`config.mk`:
```
export PLATFORM = sky130hd
export DESIGN_NAME = weighted_exponential_average_filter
export DESIGN_NICKNAME = d
export VERILOG_FILES = /design/src/hdl/wea_pkg.sv /design/src/hdl/weighted_exponential_average_filter.sv /design/src/hdl/wea_fifo.sv /design/src/hdl/wea_core.sv
export VERILOG_INCLUDE_DIRS = /design/src /design/src/hdl
export SDC_FILE = /design/constraint.sdc
export NUM_CORES = 1
export LEC_CHECK = 0
export ABC_AREA = 1
export BUFFER_PORTS_ARGS = -buffer_cell sky130_fd_sc_hd__buf_2
export CORE_MARGIN = 2
export CORE_UTILIZATION = 61
export CTS_BUF_LIST = sky130_fd_sc_hd__clkbuf_8 sky130_fd_sc_hd__clkbuf_16
export DETAILED_ROUTE_END_ITERATION = 8
export MAX_ROUTING_LAYER = met4
export PLACE_DENSITY = 0.78
export SKIP_CTS_REPAIR_TIMING = 1
export SLEW_MARGIN = 30
export SYNTH_ARGS = -nofsm -noshare
export SYNTH_HDL_FRONTEND = slang
export SYNTH_SLANG_ARGS = --single-unit
```
`constraint.sdc`:
```
create_clock -name clk -period 7.3 [get_ports clk]
set_input_delay 0.73 -clock clk [delete_from_list [all_inputs] [get_ports clk]]
set_output_delay 0.73 -clock clk [all_outputs]
set_load 0.005 [all_outputs]
```
`src/hdl/assert_macros.svh`:
```
// ----------------------------------------------------------------------------
// Assertion macros
// Shared concurrent-check macros; empty outside simulation.
// ----------------------------------------------------------------------------
`ifndef ASSERT_MACROS_SVH
`define ASSERT_MACROS_SVH

`ifndef SYNTHESIS

// a implies b in the same cycle
`define ASSERT_IMPLIES(label, clk, rst, a, b) \
  label: assert property (@(posedge clk) disable iff (rst) (a) |-> (b)) \
    else $error("assertion failed: implication");

// a implies b, with b checked later than a
`define ASSERT_IMPLIES_2(label, clk, rst, a, b) \
  label: assert property (@(posedge clk) disable iff (rst) (a) |-> ##2 (b)) \
    else $error("assertion failed: delayed implication");

`else

`define ASSERT_IMPLIES(label, clk, rst, a, b)
`define ASSERT_IMPLIES_2(label, clk, rst, a, b)

`endif

`endif

```
`src/hdl/wea_pkg.sv`:
```
// ----------------------------------------------------------------------------
// Filter package
// Widths, reset values, register indexes and queue status type.
// ----------------------------------------------------------------------------
`timescale 1ns / 1ps

package wea_pkg;

  localparam int SAMPLE_W      = 8;
  localparam int CFG_DATA_W    = 8;
  localparam int QUEUE_DEPTH   = 2;

  localparam logic [7:0] WEIGHT_RESET = 8'd64;
  localparam logic [7:0] FULL_SCALE   = 8'd255;
  localparam logic [8:0] NORM_SPLIT   = 9'd128;
  localparam logic [8:0] NORM_MAX     = 9'd256;

  // register indexes on the configuration port
  localparam logic REG_WEIGHT     = 1'b0;
  localparam logic REG_COMPLEMENT = 1'b1;

  typedef struct packed {
    logic empty;
    logic full;
  } q_status_t;

endpackage

```
`src/hdl/weighted_exponential_average_filter.sv`:
```
// ----------------------------------------------------------------------------
// Weighted exponential average filter
// Signed 8-bit sample smoother with an optional normalised high-pass output.
// ----------------------------------------------------------------------------
//  channel  | signals                           | transfer
//  ---------+-----------------------------------+-----------------------------
//  input    | push, full, sample_in             | push & !full
//  result   | empty, pop, sample_out            | pop & !empty
//  config   | cfg_we, cfg_index, cfg_data       | cfg_we
//
//  Each sample passes through the back-end steps weigh, mix and normalise; the
//  running average is a single register, so samples are processed in turn.
//  Input and result queues of QUEUE_DEPTH entries let either side stall alone.
//  Synchronous reset clears both queues and the average, weight to 64.
// ----------------------------------------------------------------------------
`timescale 1ns / 1ps
`include "assert_macros.svh"

module weighted_exponential_average_filter #(
  parameter int QUEUE_DEPTH = wea_pkg::QUEUE_DEPTH
) (
  input  logic                           clk,
  input  logic                           rst,
  input  logic                           push,
  output logic                           full,
  input  logic [wea_pkg::SAMPLE_W-1:0]   sample_in,
  output logic                           empty,
  input  logic                           pop,
  output logic [wea_pkg::SAMPLE_W-1:0]   sample_out,
  input  logic                           cfg_we,
  input  logic                           cfg_index,
  input  logic [wea_pkg::CFG_DATA_W-1:0] cfg_data
);
  import wea_pkg::*;

  logic [7:0]          weight;
  logic                complement_mode;
  q_status_t           in_status;
  q_status_t           out_status;
  logic [SAMPLE_W-1:0] core_sample;
  logic [SAMPLE_W-1:0] core_result;
  logic                core_pop;
  logic                core_push;

  always_ff @(posedge clk) begin
    if (rst) begin
      weight          <= WEIGHT_RESET;
      complement_mode <= 1'b0;
    end else if (cfg_we) begin
      unique case (cfg_index)
        REG_WEIGHT:     weight          <= cfg_data[7:0];
        REG_COMPLEMENT: complement_mode <= cfg_data[0];
        default: ;
      endcase
    end
  end

  wea_fifo #(
    .DEPTH (QUEUE_DEPTH),
    .WIDTH (SAMPLE_W)
  ) u_in_q (
    .clk     (clk),
    .rst     (rst),
    .wr_en   (push),
    .wr_data (sample_in),
    .rd_en   (core_pop),
    .rd_data (core_sample),
    .status  (in_status)
  );

  wea_core u_core (
    .clk             (clk),
    .rst             (rst),
    .weight          (weight),
    .complement_mode (complement_mode),
    .in_status       (in_status),
    .in_data         (core_sample),
    .in_pop          (core_pop),
    .out_status      (out_status),
    .out_push        (core_push),
    .out_data        (core_result)
  );

  wea_fifo #(
    .DEPTH (QUEUE_DEPTH),
    .WIDTH (SAMPLE_W)
  ) u_out_q (
    .clk     (clk),
    .rst     (rst),
    .wr_en   (core_push),
    .wr_data (core_result),
    .rd_en   (pop),
    .rd_data (sample_out),
    .status  (out_status)
  );

  assign full  = in_status.full;
  assign empty = out_status.empty;

  `ASSERT_IMPLIES(a_pop_has_data, clk, rst, core_pop, !in_status.empty)
  `ASSERT_IMPLIES(a_push_has_room, clk, rst, core_push, !out_status.full)
  `ASSERT_IMPLIES_2(a_request_completes, clk, rst, core_pop, core_push)
  `ASSERT_IMPLIES(a_no_overlap, clk, rst, core_push, !core_pop)

endmodule

```
`src/hdl/wea_fifo.sv`:
```
// ----------------------------------------------------------------------------
// Filter queue
// Small synchronous FIFO used at the filter's input and result ports.
// ----------------------------------------------------------------------------
`timescale 1ns / 1ps

module wea_fifo #(
  parameter int DEPTH = wea_pkg::QUEUE_DEPTH,
  parameter int WIDTH = wea_pkg::SAMPLE_W
) (
  input  logic               clk,
  input  logic               rst,
  input  logic               wr_en,
  input  logic [WIDTH-1:0]   wr_data,
  input  logic               rd_en,
  output logic [WIDTH-1:0]   rd_data,
  output wea_pkg::q_status_t status
);
  import wea_pkg::*;

  localparam int AW = (DEPTH > 1) ? $clog2(DEPTH) : 1;
  localparam int CW = $clog2(DEPTH + 1);

  logic [WIDTH-1:0] mem [DEPTH];
  logic [AW-1:0]    wr_ptr;
  logic [AW-1:0]    rd_ptr;
  logic [CW-1:0]    count;
  logic             do_wr;
  logic             do_rd;

  assign status.empty = (count == '0);
  assign status.full  = (count == CW'(DEPTH));
  assign do_wr        = wr_en && !status.full;
  assign do_rd        = rd_en && !status.empty;
  assign rd_data      = mem[rd_ptr];

  always_ff @(posedge clk) begin
    if (do_wr) begin
      mem[wr_ptr] <= wr_data;
    end
  end

  always_ff @(posedge clk) begin
    if (rst) begin
      wr_ptr <= '0;
      rd_ptr <= '0;
      count  <= '0;
    end else begin
      if (do_wr) begin
        wr_ptr <= (wr_ptr == AW'(DEPTH - 1)) ? '0 : wr_ptr + 1'b1;
      end
      if (do_rd) begin
        rd_ptr <= (rd_ptr == AW'(DEPTH - 1)) ? '0 : rd_ptr + 1'b1;
      end
      if (do_wr && !do_rd) begin
        count <= count + 1'b1;
      end else if (do_rd && !do_wr) begin
        count <= count - 1'b1;
      end
    end
  end

endmodule

```
`src/hdl/wea_core.sv`:
```
// ----------------------------------------------------------------------------
// Filter core
// Three-step back end: weigh, mix into the running average, normalise.
// ----------------------------------------------------------------------------
`timescale 1ns / 1ps

module wea_core (
  input  logic                          clk,
  input  logic                          rst,
  input  logic [7:0]                    weight,
  input  logic                          complement_mode,
  input  wea_pkg::q_status_t            in_status,
  input  logic [wea_pkg::SAMPLE_W-1:0]  in_data,
  output logic                          in_pop,
  input  wea_pkg::q_status_t            out_status,
  output logic                          out_push,
  output logic [wea_pkg::SAMPLE_W-1:0]  out_data
);
  import wea_pkg::*;

  typedef enum logic [1:0] {ST_IDLE, ST_MIX, ST_NORM} state_t;

  state_t             state;
  logic        [7:0]  average;
  logic        [7:0]  sample_q;
  logic        [15:0] prod_new_q;
  logic        [15:0] prod_old_q;
  logic signed [8:0]  diff_q;
  logic        [8:0]  norm_q;

  logic signed [16:0] prod_new;
  logic signed [16:0] prod_old;
  logic        [7:0]  inv_weight;
  logic        [7:0]  hi_new;
  logic        [7:0]  hi_old;
  logic        [7:0]  average_next;
  logic signed [8:0]  diff;
  logic        [8:0]  norm;
  logic signed [18:0] prod_diff;
  logic               start;

  // room in the result queue is checked at start; only one request in flight
  assign start    = (state == ST_IDLE) && !in_status.empty && !out_status.full;
  assign in_pop   = start;
  assign out_push = (state == ST_NORM);

  assign inv_weight = FULL_SCALE - weight;
  assign prod_new   = $signed(in_data) * $signed({1'b0, weight});
  assign prod_old   = $signed(average) * $signed({1'b0, inv_weight});

  // round the high byte up on bit 7 of the low byte, wrapping
  assign hi_new       = prod_new_q[15:8] + {7'b0, prod_new_q[7]};
  assign hi_old       = prod_old_q[15:8] + {7'b0, prod_old_q[7]};
  assign average_next = hi_new + hi_old;
  assign diff         = $signed({sample_q[7], sample_q})
                        - $signed({average_next[7], average_next});
  assign norm         = weight[7] ? NORM_MAX : ({1'b0, weight} + NORM_SPLIT);

  assign prod_diff = diff_q * $signed({1'b0, norm_q});
  assign out_data  = complement_mode ? prod_diff[15:8] : average;

  always_ff @(posedge clk) begin
    if (rst) begin
      state   <= ST_IDLE;
      average <= '0;
    end else begin
      unique case (state)
        ST_IDLE: begin
          if (start) begin
            state <= ST_MIX;
          end
        end
        ST_MIX: begin
          average <= average_next;
          state   <= ST_NORM;
        end
        ST_NORM: begin
          state <= ST_IDLE;
        end
        default: begin
          state <= ST_IDLE;
        end
      endcase
    end
  end

  always_ff @(posedge clk) begin
    if (start) begin
      sample_q   <= in_data;
      prod_new_q <= prod_new[15:0];
      prod_old_q <= prod_old[15:0];
    end
    if (state == ST_MIX) begin
      diff_q <= diff;
      norm_q <= norm;
    end
  end

endmodule
```
After elaboration in Yosys (flattened, before gate mapping)
Memories as Yosys holds them, arrays and structs flattened. A register that Yosys moved wholly into a read port is not among the register bits.
Cells that the tools add are included.
{"block": "classes", "addsub": 14, "multipliers": 3, "div": 0, "order_cmp": 0, "n_eq_ne": 5, "shift": 0, "mux": 19, "n_bitwise": 1, "n_reduce_logical": 25}
{"operator": "$mul A8 B9 Y16", "n": 2}
{"operator": "$add A8 B1 Y8", "n": 2}
{"operator": "$mul A9 B10 Y16", "n": 1}
{"operator": "$mux W1", "n": 12}
{"operator": "$logic_and A1 B1 Y1", "n": 10}
{"operator": "$mux W2", "n": 5}
{"operator": "$add A8 B8 Y9 const B", "n": 1}
{"operator": "$sub A8 B8 Y9", "n": 1}
{"operator": "$add A8 B8 Y8", "n": 1}
{"operator": "$logic_not A1 Y1", "n": 8}
{"operator": "$mux W8", "n": 1}
{"operator": "$sub A8 B8 Y8 const A", "n": 1}
{"operator": "$eq A2 B2 Y1 const B", "n": 3}
{"operator": "$logic_not A2 Y1", "n": 3}
{"operator": "$add A1 B1 Y1 const B", "n": 4}
{"operator": "$add A2 B1 Y2 const B", "n": 2}
{"operator": "$pmux W2 S2", "n": 1}
{"operator": "$reduce_and A2 Y1", "n": 2}
{"operator": "$reduce_bool A2 Y1", "n": 2}
{"operator": "$sub A2 B1 Y2 const B", "n": 2}
{"operator": "$eq A2 B1 Y1 const B", "n": 1}
{"operator": "$ne A2 B2 Y1 const B", "n": 1}
{"operator": "$not A1 Y1", "n": 1}
{"block": "totals", "regBits": 85, "latchBits": 0, "ramBits": 32, "romBits": 0, "inputBits": 22, "out_inout_bits": 10, "elab_cells": 84, "memories": 2}
{"memory": "u_in_q.mem", "words": 2, "word_bits": 8, "read_ports": 1, "rd_clocked_by_memory_dff": 1, "write_ports": 1, "line_no": "wea_fifo.sv:24", "text": "logic [WIDTH-1:0] mem [DEPTH];"}
{"memory": "u_out_q.mem", "words": 2, "word_bits": 8, "read_ports": 1, "rd_clocked_by_memory_dff": 1, "write_ports": 1, "line_no": "wea_fifo.sv:24"}

Longest topological paths before layout
Gate-level depths: netlist of the first run.
{"block": "depth", "depth_word": 8, "mapped_depth": 24, "depth_no_buf": 23}

Cells and area by module
Synthesis of the first run repeated with hierarchy kept, for this count alone.
{"block": "unflattened", "cells_unflattened": 1352, "area_unflattened_um2": 11404.7}
{"mod": "wea_core", "n_inst": 1, "cells_per_inst": 1172, "area_per_inst_um2": 9372.7, "seq_area_each_um2": 1521.5}
{"mod": "wea_fifo", "n_inst": 2, "cells_per_inst": 62, "area_per_inst_um2": 828.3, "seq_area_each_um2": 580.6}
{"mod": "weighted_exponential_average_filter", "n_inst": 1, "cells_per_inst": 56, "area_per_inst_um2": 375.4, "seq_area_each_um2": 180.2}

Worst setup path before layout of the first run
OpenSTA, ideal clock, no wires.
{"block": "synth_path", "path_kind": "register -> register", "startpoint": "reg u_core.norm_q[0]", "endpoint": "mem u_out_q.mem[0][5] (netlist bit), data pin", "setup_time_ns": 0.257, "arrival_ns": 4.376, "required_time_ns": 7.043, "setup_slack_ns": 2.667, "stages_incl_launch_ff": 21, "n_path_buf": 1, "period_less_slack_ns": 4.633, "cell_sequence": "edfxtp_1 -> buf_6 -> or2_2 -> fa_1 -> fa_1 -> inv_1 -> fa_1 -> fa_1 -> fa_1 -> ha_1 -> inv_1 -> o21ai_1 -> nand2_1 -> nand2_1 -> inv_1 -> nand2_2 -> nand2_2 -> nand2_1 -> nand2_1 -> nand3_1 -> nand2_1"}
{"block": "synth_between", "elab_chain_cells": 2}
{"element": "start: declaration", "line_no": "wea_core.sv:29", "text": "logic [8:0] norm_q;"}
{"element": "start signal: assignment", "line_no": "wea_core.sv:95", "text": "norm_q <= norm;"}
{"element": "$mul A9 B10 Y16", "line_no": "wea_core.sv:59", "text": "assign prod_diff = diff_q * $signed({1'b0, norm_q});"}
{"element": "$mux W8", "line_no": "wea_core.sv:60", "text": "assign out_data = complement_mode ? prod_diff[15:8] : average;"}
{"element": "net core_result[5]", "line_no": "weighted_exponential_average_filter.sv:41", "text": "logic [SAMPLE_W-1:0] core_result;"}
{"element": "end: declaration", "line_no": "wea_fifo.sv:24"}
The timed path passes the listed nets, and every way through them passes these cells.

==> flow_metrics.tcl, run 1 <==
set metrics [dict create \
    seq_area_frac_synth 0.255 \
    ys.flop_type "edfxtp_1" \
    design.die.area_sq_um 19500 \
    clkSinkCount 105 \
    skew_ps 11.2 \
    wl_mm 25.1 \
    netlist_area_sq_um 11200 \
    n_antenna_cell 0 \
    worstSetupPathType "flip-flop to flip-flop" \
    max_cap_viol_count 0 \
    drt_iter0_drc 458 \
    setup_violations 0 \
    cts.path.max_buffers 2 \
    grt_pass1_wl_mm 42.1 \
    start_util 0.623 \
    wire_per_inst_um 16.1 \
    dr.pass1.iters 5 \
    synthArstFlopShare 0 \
    worst-path-max-fanout 16 \
    clock_latency_ps 360 \
    critPathLaunchType "flip-flop" \
    core-area_sq_um 18000 \
    nets 1599 \
    synth_fp_nets 1591 \
    portBuffers 31 \
    synth.yosys.warnings 0 \
    syn_inst 1313 \
    dp_slack_ps 2290 \
    io_pins 32 \
    post_drt_via_cell_ratio 5.41 \
    period_share 0.691 \
    antenna_found_initial 0 \
    drc_errors 0 \
    crit_arrival_ps 5160 \
    hold_path.class "flip-flop to flip-flop" \
    track_usage 0.280 \
    setup_tns_ps 0 \
    gp_congestion 0.965 \
    relSlewSlack 0.403 \
    fin_area_sq_um 11800 \
    synth_enable_flop_cells 76 \
    grt_pass1_vias 8664 \
    r2r_cells 20 \
    syn_area_per_cell_sq_um 8.55 \
    path_clk_slew_ps 80 \
    required_ps 7410 \
    cts_buffers 9 \
    drive_above_1_share 0.0558 \
    area_growth_pct 5.22 \
    fp.dieH_um 140 \
    place_area_sq_um 11500 \
    hpwl_mm 20.6 \
    cts_tree "done" \
    fin_ws_ps 2260 \
    synthDistinctLibCells 39 \
    worst_pin_slew_ps 894 \
    max_freq_mhz 198 \
    holdWs_ps 486 \
    dr_total_vias 8412 \
    end_kind "flip-flop" \
    ant_nets 0 \
    fp-row-count 49 \
    die_x_um 140 \
    overflow 0 \
    grt_max_degree 31 \
    yosys_register_bits 105 \
    status "finished clean" \
    fin_crit_ps 5040 \
    slew_viol_final 0 \
    hold_viol_final 0 \
    rsz0062_at_grt "false" \
    ctsRootBufferMaster "clkbuf_16" \
    nFillCells 1501 \
    cts_max_level 3 \
    hold_depth 2 \
]
[worst max-delay path, cell delays in order, from the launching register on]
cell and delay [ps]:
dfxtp_1 470, o21ai_0 680, inv_1 270, nand2_1 160, fa_1 440, fa_1 560
inv_1 50, fa_1 470, inv_1 60, fa_1 480, inv_1 40, ha_1 360
nand2_1 110, o21ai_1 180, inv_1 70, nand2_2 90, nand2_2 50, nand2_2 80
nand2_2 50, nand3_1 60, nand2_1 60
[layout by cell type (no fill, tap or decap), types with 10 or more instances in the layout]
cell,n
nor2_1,121
ha_1,134
nand2_1,240
a21oi_1,55
dfxtp_1,29
xor2_1,28
o21ai_0,38
xnor2_1,11
inv_1,308
edfxtp_1,76
nand2_2,10
fa_1,122
o21ai_1,10
nand3_1,41
buf_2,31
[cell families after synthesis]
kind of cell | Yosys count | share of synthesized area
AO/OA/AOI/OAI | 123 | 0.0600
XOR/XNOR | 39 | 0.0304
adder cells (fa/ha/maj) | 256 | 0.367
buffers and inverters | 347 | 0.120
flip-flops | 105 | 0.255
multiplexers | 8 | 0.00803
AND/OR/NAND/NOR | 435 | 0.159
[final cells by class]
| cell class | instances | area, sq um | area share |
|---|---|---|---|
| Clock buffer | 9 | 225 | 0.0191 |
| Clock inverter | 7 | 85.1 | 0.00720 |
| Inverter | 311 | 1170 | 0.0988 |
| Multi-Input combinational cell | 861 | 7010 | 0.594 |
| Sequential cell | 105 | 2860 | 0.242 |
| Tap cell | 229 | 287 | 0.0243 |
| Timing Repair Buffer | 33 | 170 | 0.0144 |
[synth_stat cells (2+ instances only)]
library cell	count	area, sq um
o21a_1	2	15.0
nand2_2	10	62.6
or2_2	2	12.5
dfxtp_1	29	581
xor2_1	28	245
o21ai_1	10	50.1
fa_1	122	2440
nor3_1	4	20.0
clkinv_1	3	11.3
buf_4	3	22.5
nand4_1	7	43.8
buf_6	4	45.0
a21o_1	3	22.5
a21oi_1	55	275
nor4_1	3	18.8
nor2_1	121	454
mux2_2	8	90.1
o21ai_0	38	190
nand3_1	41	205
nand3b_1	2	15.0
ha_1	134	1680
a31oi_1	2	12.5
a211oi_1	3	22.5
edfxtp_1	76	2280
o211ai_1	2	15.0
inv_1	308	1160
xnor2_1	11	96.3
o21bai_1	5	37.5
clkbuf_1	25	93.8
nand2_1	240	901
buf_2	4	20.0
[per-layer routing]
layer,part of all wire,track usage,wire [um],up-vias
li1,-,-,-,4053
met1,0.41,0.355,10300,4036
met2,0.50,0.470,12600,264
met3,0.053,0.0292,1340,59
met4,0.032,0.104,810,0
met5,0,-,0,-
[worst paths after layout]
check                           slack, ps      startpoint                     to
worst max register to register       2260       flip-flop  u_core.prod_new_q[12]
worst min register to register        490  u_out_q.rd_ptr         u_out_q.rd_ptr
worst max-delay path                 2260       flip-flop  u_core.prod_new_q[12]
worst min-delay path                  490  u_out_q.rd_ptr         u_out_q.rd_ptr
[through the flow]
| stage | instances | utilization |
|---|---|---|
| 2_1_floorplan | 1313 | - |
| 3_3_place_gp | 1539 | 0.638 |
| 3_5_place_dp | 1539 | 0.638 |
| 4_1_cts | 1555 | 0.655 |
| 5_1_grt | 1555 | 0.655 |
| 6_report | 1555 | 0.655 |
[flip-flops by register name, indices dropped and copies added, names as in the netlist, named ones only]
register	cells
u_core.state	2
u_out_q.mem	16
u_core.prod_old_q	9
u_core.prod_new_q	9
u_out_q.rd_ptr	1
u_in_q.count	2
u_out_q.count	2
weight	8
u_in_q.rd_ptr	1
u_core.average	8
u_out_q.wr_ptr	1
u_in_q.wr_ptr	1
u_core.norm_q	9
u_core.diff_q	9
u_in_q.mem	16
u_core.sample_q	8
complement_mode	1
Power of run 1 is not shown: default switching activity piles up to over one toggle a cycle in this logic, so the estimate is an artifact.
==> run 2, diff against run 1 <==
CORE_UTILIZATION = 59   (was 61)
PLACE_DENSITY = 0.79   (was 0.78)
clock period = 4.31 ns   (was 7.3 ns; I/O delays follow)
==> flow_metrics.tcl, run 2 (synthesis results as in run 1) <==
set metrics [dict create \
    grt_pass1_wl_mm 41.9 \
    design.die.area_sq_um 20100 \
    wl_mm 27.5 \
    dr_total_vias 9069 \
    fp.dieH_um 142 \
    crit_arrival_ps 4560 \
    worst_pin_slew_ps 926 \
    fin_ws_ps -126 \
    worstSetupPathType "flip-flop to flip-flop" \
    overflow 0 \
    drt_iter0_drc 657 \
    clock_latency_ps 360 \
    end_kind "flip-flop" \
    gp_congestion 0.971 \
    start_util 0.600 \
    cp-endpoint "u_out_q.mem[1][5]" \
    dr.pass1.iters 5 \
    place_area_sq_um 12300 \
    drive_above_1_share 0.215 \
    cts_tree "done" \
    critPathLaunchType "flip-flop" \
    rsz0062_at_grt "true" \
    rr_endpoint "u_out_q.mem[1][5]" \
    layout_commonest_cell "inv_1" \
    die_x_um 142 \
    worst-path-max-fanout 6 \
    area_growth_pct 19.0 \
    holdWs_ps 258 \
    clkSinkCount 105 \
    drc_errors 0 \
    r2r_slack_ps -130 \
    required_ps 4430 \
    hold_path.class "input pin to flip-flop" \
    n_antenna_cell 0 \
    path_clk_slew_ps 80 \
    ctsRootBufferMaster "clkbuf_16" \
    largestRegisters "u_in_q.mem x16, u_out_q.mem x16" \
    hold_viol_final 0 \
    r2r_start "u_core.diff_q[3]" \
    r2r_cells 20 \
    track_usage 0.275 \
    final_util 0.714 \
    hpwl_mm 20.8 \
    status "complete, but fails checks" \
    nets 1723 \
    setup_violations 18 \
    antenna_found_initial 0 \
    cp_cell_sequence "buf_6, nand2_4, fa_1, fa_1, inv_2, fa_1, fa_1, fa_2, ha_4, inv_2, o21ai_2, nand2_1, nand2_2, inv_2, nand2_4, nand2_2, nand2_1, nand2_1, nand3_1, nand2_1" \
    crit_slowest_cell "fa_1" \
    nFillCells 1303 \
    fin_area_sq_um 13400 \
    dp_slack_ps -176 \
    portBuffers 31 \
    grt_max_degree 31 \
    mostFrequentLayoutCells "inv_1, nand2_1, ha_1, fa_1, buf_4" \
    io_pins 32 \
    cts.path.max_buffers 2 \
    cts_buffers 9 \
    max_freq_mhz 225 \
    relSlewSlack 0.382 \
    skew_ps 9.04 \
    slowest_delay_ps 540 \
    fin_crit_ps 4440 \
    grt_pass1_vias 8984 \
    fp-row-count 50 \
    critPathLaunch "u_core.diff_q[3]" \
    period_share 1.03 \
    violations "negative setup slack" \
    slew_viol_final 0 \
    ant_nets 0 \
    max_cap_viol_count 0 \
    cts_max_level 3 \
    post_drt_via_cell_ratio 5.39 \
    core-area_sq_um 18700 \
    wire_per_inst_um 16.3 \
]
run 2: cell count changes in the layout (fill, tap and decap cells not counted), moves of 14 or more:
cell     change
buf_4      +108
ha_1        -14
inv_1       -19
inv_2       +18
nand2_1     -27
nand2_2     +19
run 2: worst min path at each step:
stage / start / to / slack (ps) / cells past startpoint
floorplan: u_out_q.rd_ptr / flip-flop / 450 / 2
global placement: u_out_q.rd_ptr / u_out_q.rd_ptr / 460 / 2
detailed placement: u_out_q.rd_ptr / u_out_q.rd_ptr / 470 / 2
CTS: sample_in[7] / u_in_q.mem[0][7] / 250 / 1
global route: sample_in[7] / u_in_q.mem[1][7] / 250 / 1
finish: sample_in[3] / u_in_q.mem[0][3] / 260 / 1
run 2: layout make-up:
class | count | area, sq um | area share
multi-input combinational | 861 | 7540 | 0.565
sequential | 105 | 2880 | 0.216
timing repair buffer | 157 | 1180 | 0.0882
inverter | 311 | 1180 | 0.0881
tap | 234 | 293 | 0.0219
clock buffer | 9 | 225 | 0.0169
clock inverter | 7 | 62.6 | 0.00469
run 2: routing by layer:
| metal | track usage | vias to the layer above | part of all wire |
|---|---|---|---|
| met3 | 0.0343 | 135 | 0.060 |
| li1 | - | 4308 | - |
| met1 | 0.327 | 4278 | 0.39 |
| met4 | 0.116 | 0 | 0.053 |
| met5 | - | - | 0 |
| met2 | 0.475 | 348 | 0.50 |
run 2: stage by stage:
step,TNS [ps],std cells
global route,-5450,1684
global placement,-1390,1640
CTS,-2510,1656
finish,-1250,1684
detailed placement,-2180,1640
floorplan,-2.40,1313
run 2: critical path, delay by kind of cell (launching register included):
kind / cells / cell delay, ps
AO/OA/AOI/OAI: 1 / 120
adder cells (fa/ha/maj): 6 / 2730
buffers and inverters: 4 / 300
flip-flops: 1 / 500
AND/OR/NAND/NOR: 9 / 540
Power of run 2 is left out for the same reason.
==> run 3, diff against run 2 <==
CORE_ASPECT_RATIO = 2   (was default)
==> flow_metrics.tcl, run 3 (synthesis results as in run 1) <==
set metrics [dict create \
    status "complete, but fails checks" \
    violations "negative setup slack" \
    ant_nets 0 \
    worst-path-max-fanout 5 \
    critPathLaunchType "flip-flop" \
    gp_congestion 1.04 \
    start_util 0.599 \
    design.die.area_sq_um 20200 \
    layout_commonest_cell "inv_1" \
    fin_crit_ps 4500 \
    cts_buffers 9 \
    relSlewSlack 0.386 \
    cts_tree "done" \
    slew_viol_final 0 \
    portBuffers 31 \
    hold_viol_final 0 \
    antenna_found_initial 2 \
    grt_pass1_wl_mm 47.6 \
    fp.dieH_um 199 \
    dr.pass1.iters 5 \
    area_growth_pct 22.8 \
    post_drt_via_cell_ratio 5.51 \
    setup_tns_ps -1910 \
    overflow 0 \
    setup_violations 19 \
    fp-row-count 71 \
    hold_path.class "input pin to flip-flop" \
    grt_pass1_vias 9932 \
    fin_ws_ps -193 \
    clkSinkCount 105 \
    rsz0062_at_grt "true" \
    path_clk_slew_ps 80 \
    worst_pin_slew_ps 920 \
    end_kind "flip-flop" \
    period_share 1.04 \
    nets 1754 \
    max_freq_mhz 222 \
    dr_total_vias 9581 \
    required_ps 4510 \
    worstSetupPathType "flip-flop to flip-flop" \
    track_usage 0.325 \
    cts.path.max_buffers 2 \
    drive_above_1_share 0.251 \
    core-area_sq_um 18700 \
    drc_errors 0 \
    io_pins 32 \
    ctsRootBufferMaster "clkbuf_16" \
    skew_ps 10.5 \
    wire_per_inst_um 18.7 \
    max_cap_viol_count 0 \
    drt_iter0_drc 533 \
    hpwl_mm 24.9 \
    wl_mm 32.5 \
    mostFrequentLayoutCells "inv_1, nand2_1, buf_4, ha_1, fa_1" \
    grt_max_degree 31 \
    die_x_um 102 \
    largestRegisters "u_in_q.mem x16, u_out_q.mem x16" \
    crit_arrival_ps 4700 \
    cts_max_level 3 \
    clock_latency_ps 370 \
]
run 3: changes by cell type in the layout (fill, tap and decap cells not counted), sizes merged:
cell,previous run,this run
buf,155,187
clkinvlp,4,0
inv,313,316
diode,0,2
clkbuf,11,10
clkinv,1,2
run 3: worst paths after layout:
path | startpoint | to | slack, ps | cells after the start
setup / recovery | flip-flop | u_core.prod_new_q[14] | -190 | 17
hold / removal | sample_in[5] | u_in_q.mem[0][5] | 250 | 1
setup reg to reg | flip-flop | u_core.prod_new_q[14] | -190 | 17
hold reg to reg | u_out_q.rd_ptr | u_out_q.rd_ptr | 490 | 2
run 3: cell type report:
type                            count  area (sq um)
Antenna cell                        2          5.00
Clock buffer                        9           225
Clock inverter                      7          68.8
Fill cell                        1274          4960
Inverter                          311          1170
Multi-Input combinational cell    861          7680
Sequential cell                   105          2880
Tap cell                          255           319
Timing Repair Buffer              188          1430
run 3: critical path, cell delays in order (launching register included):
cell,delay (ps)
dfxtp_4,380
buf_4,160
o21ai_4,270
buf_6,150
fa_2,430
fa_1,530
inv_1,60
fa_1,560
inv_2,40
fa_1,540
inv_2,60
ha_4,280
buf_4,130
a21oi_1,70
o21ai_0,200
nand4_1,140
nand3_1,130
xor2_1,200
run 3: metal layers:
metal  vias up  global-route usage  share of wire
met4         0               0.274           0.11
met3       231              0.0325          0.045
met1      4583               0.279           0.30
met2       395               0.601           0.55
li1       4372                   -              -
met5         -                   -              0
run 3: stage by stage:
step,std cells,hold slack [ps],util,cell area (sq um),setup WS (ps)
2_1_floorplan,1313,447,-,11300,-1.20
3_3_place_gp,1691,459,0.667,12500,-236
3_5_place_dp,1691,477,0.667,12500,-281
4_1_cts,1707,251,0.683,12800,-314
5_1_grt,1738,251,0.735,13800,-344
6_report,1738,252,0.735,13800,-193
Power of run 3 is left out for the same reason.
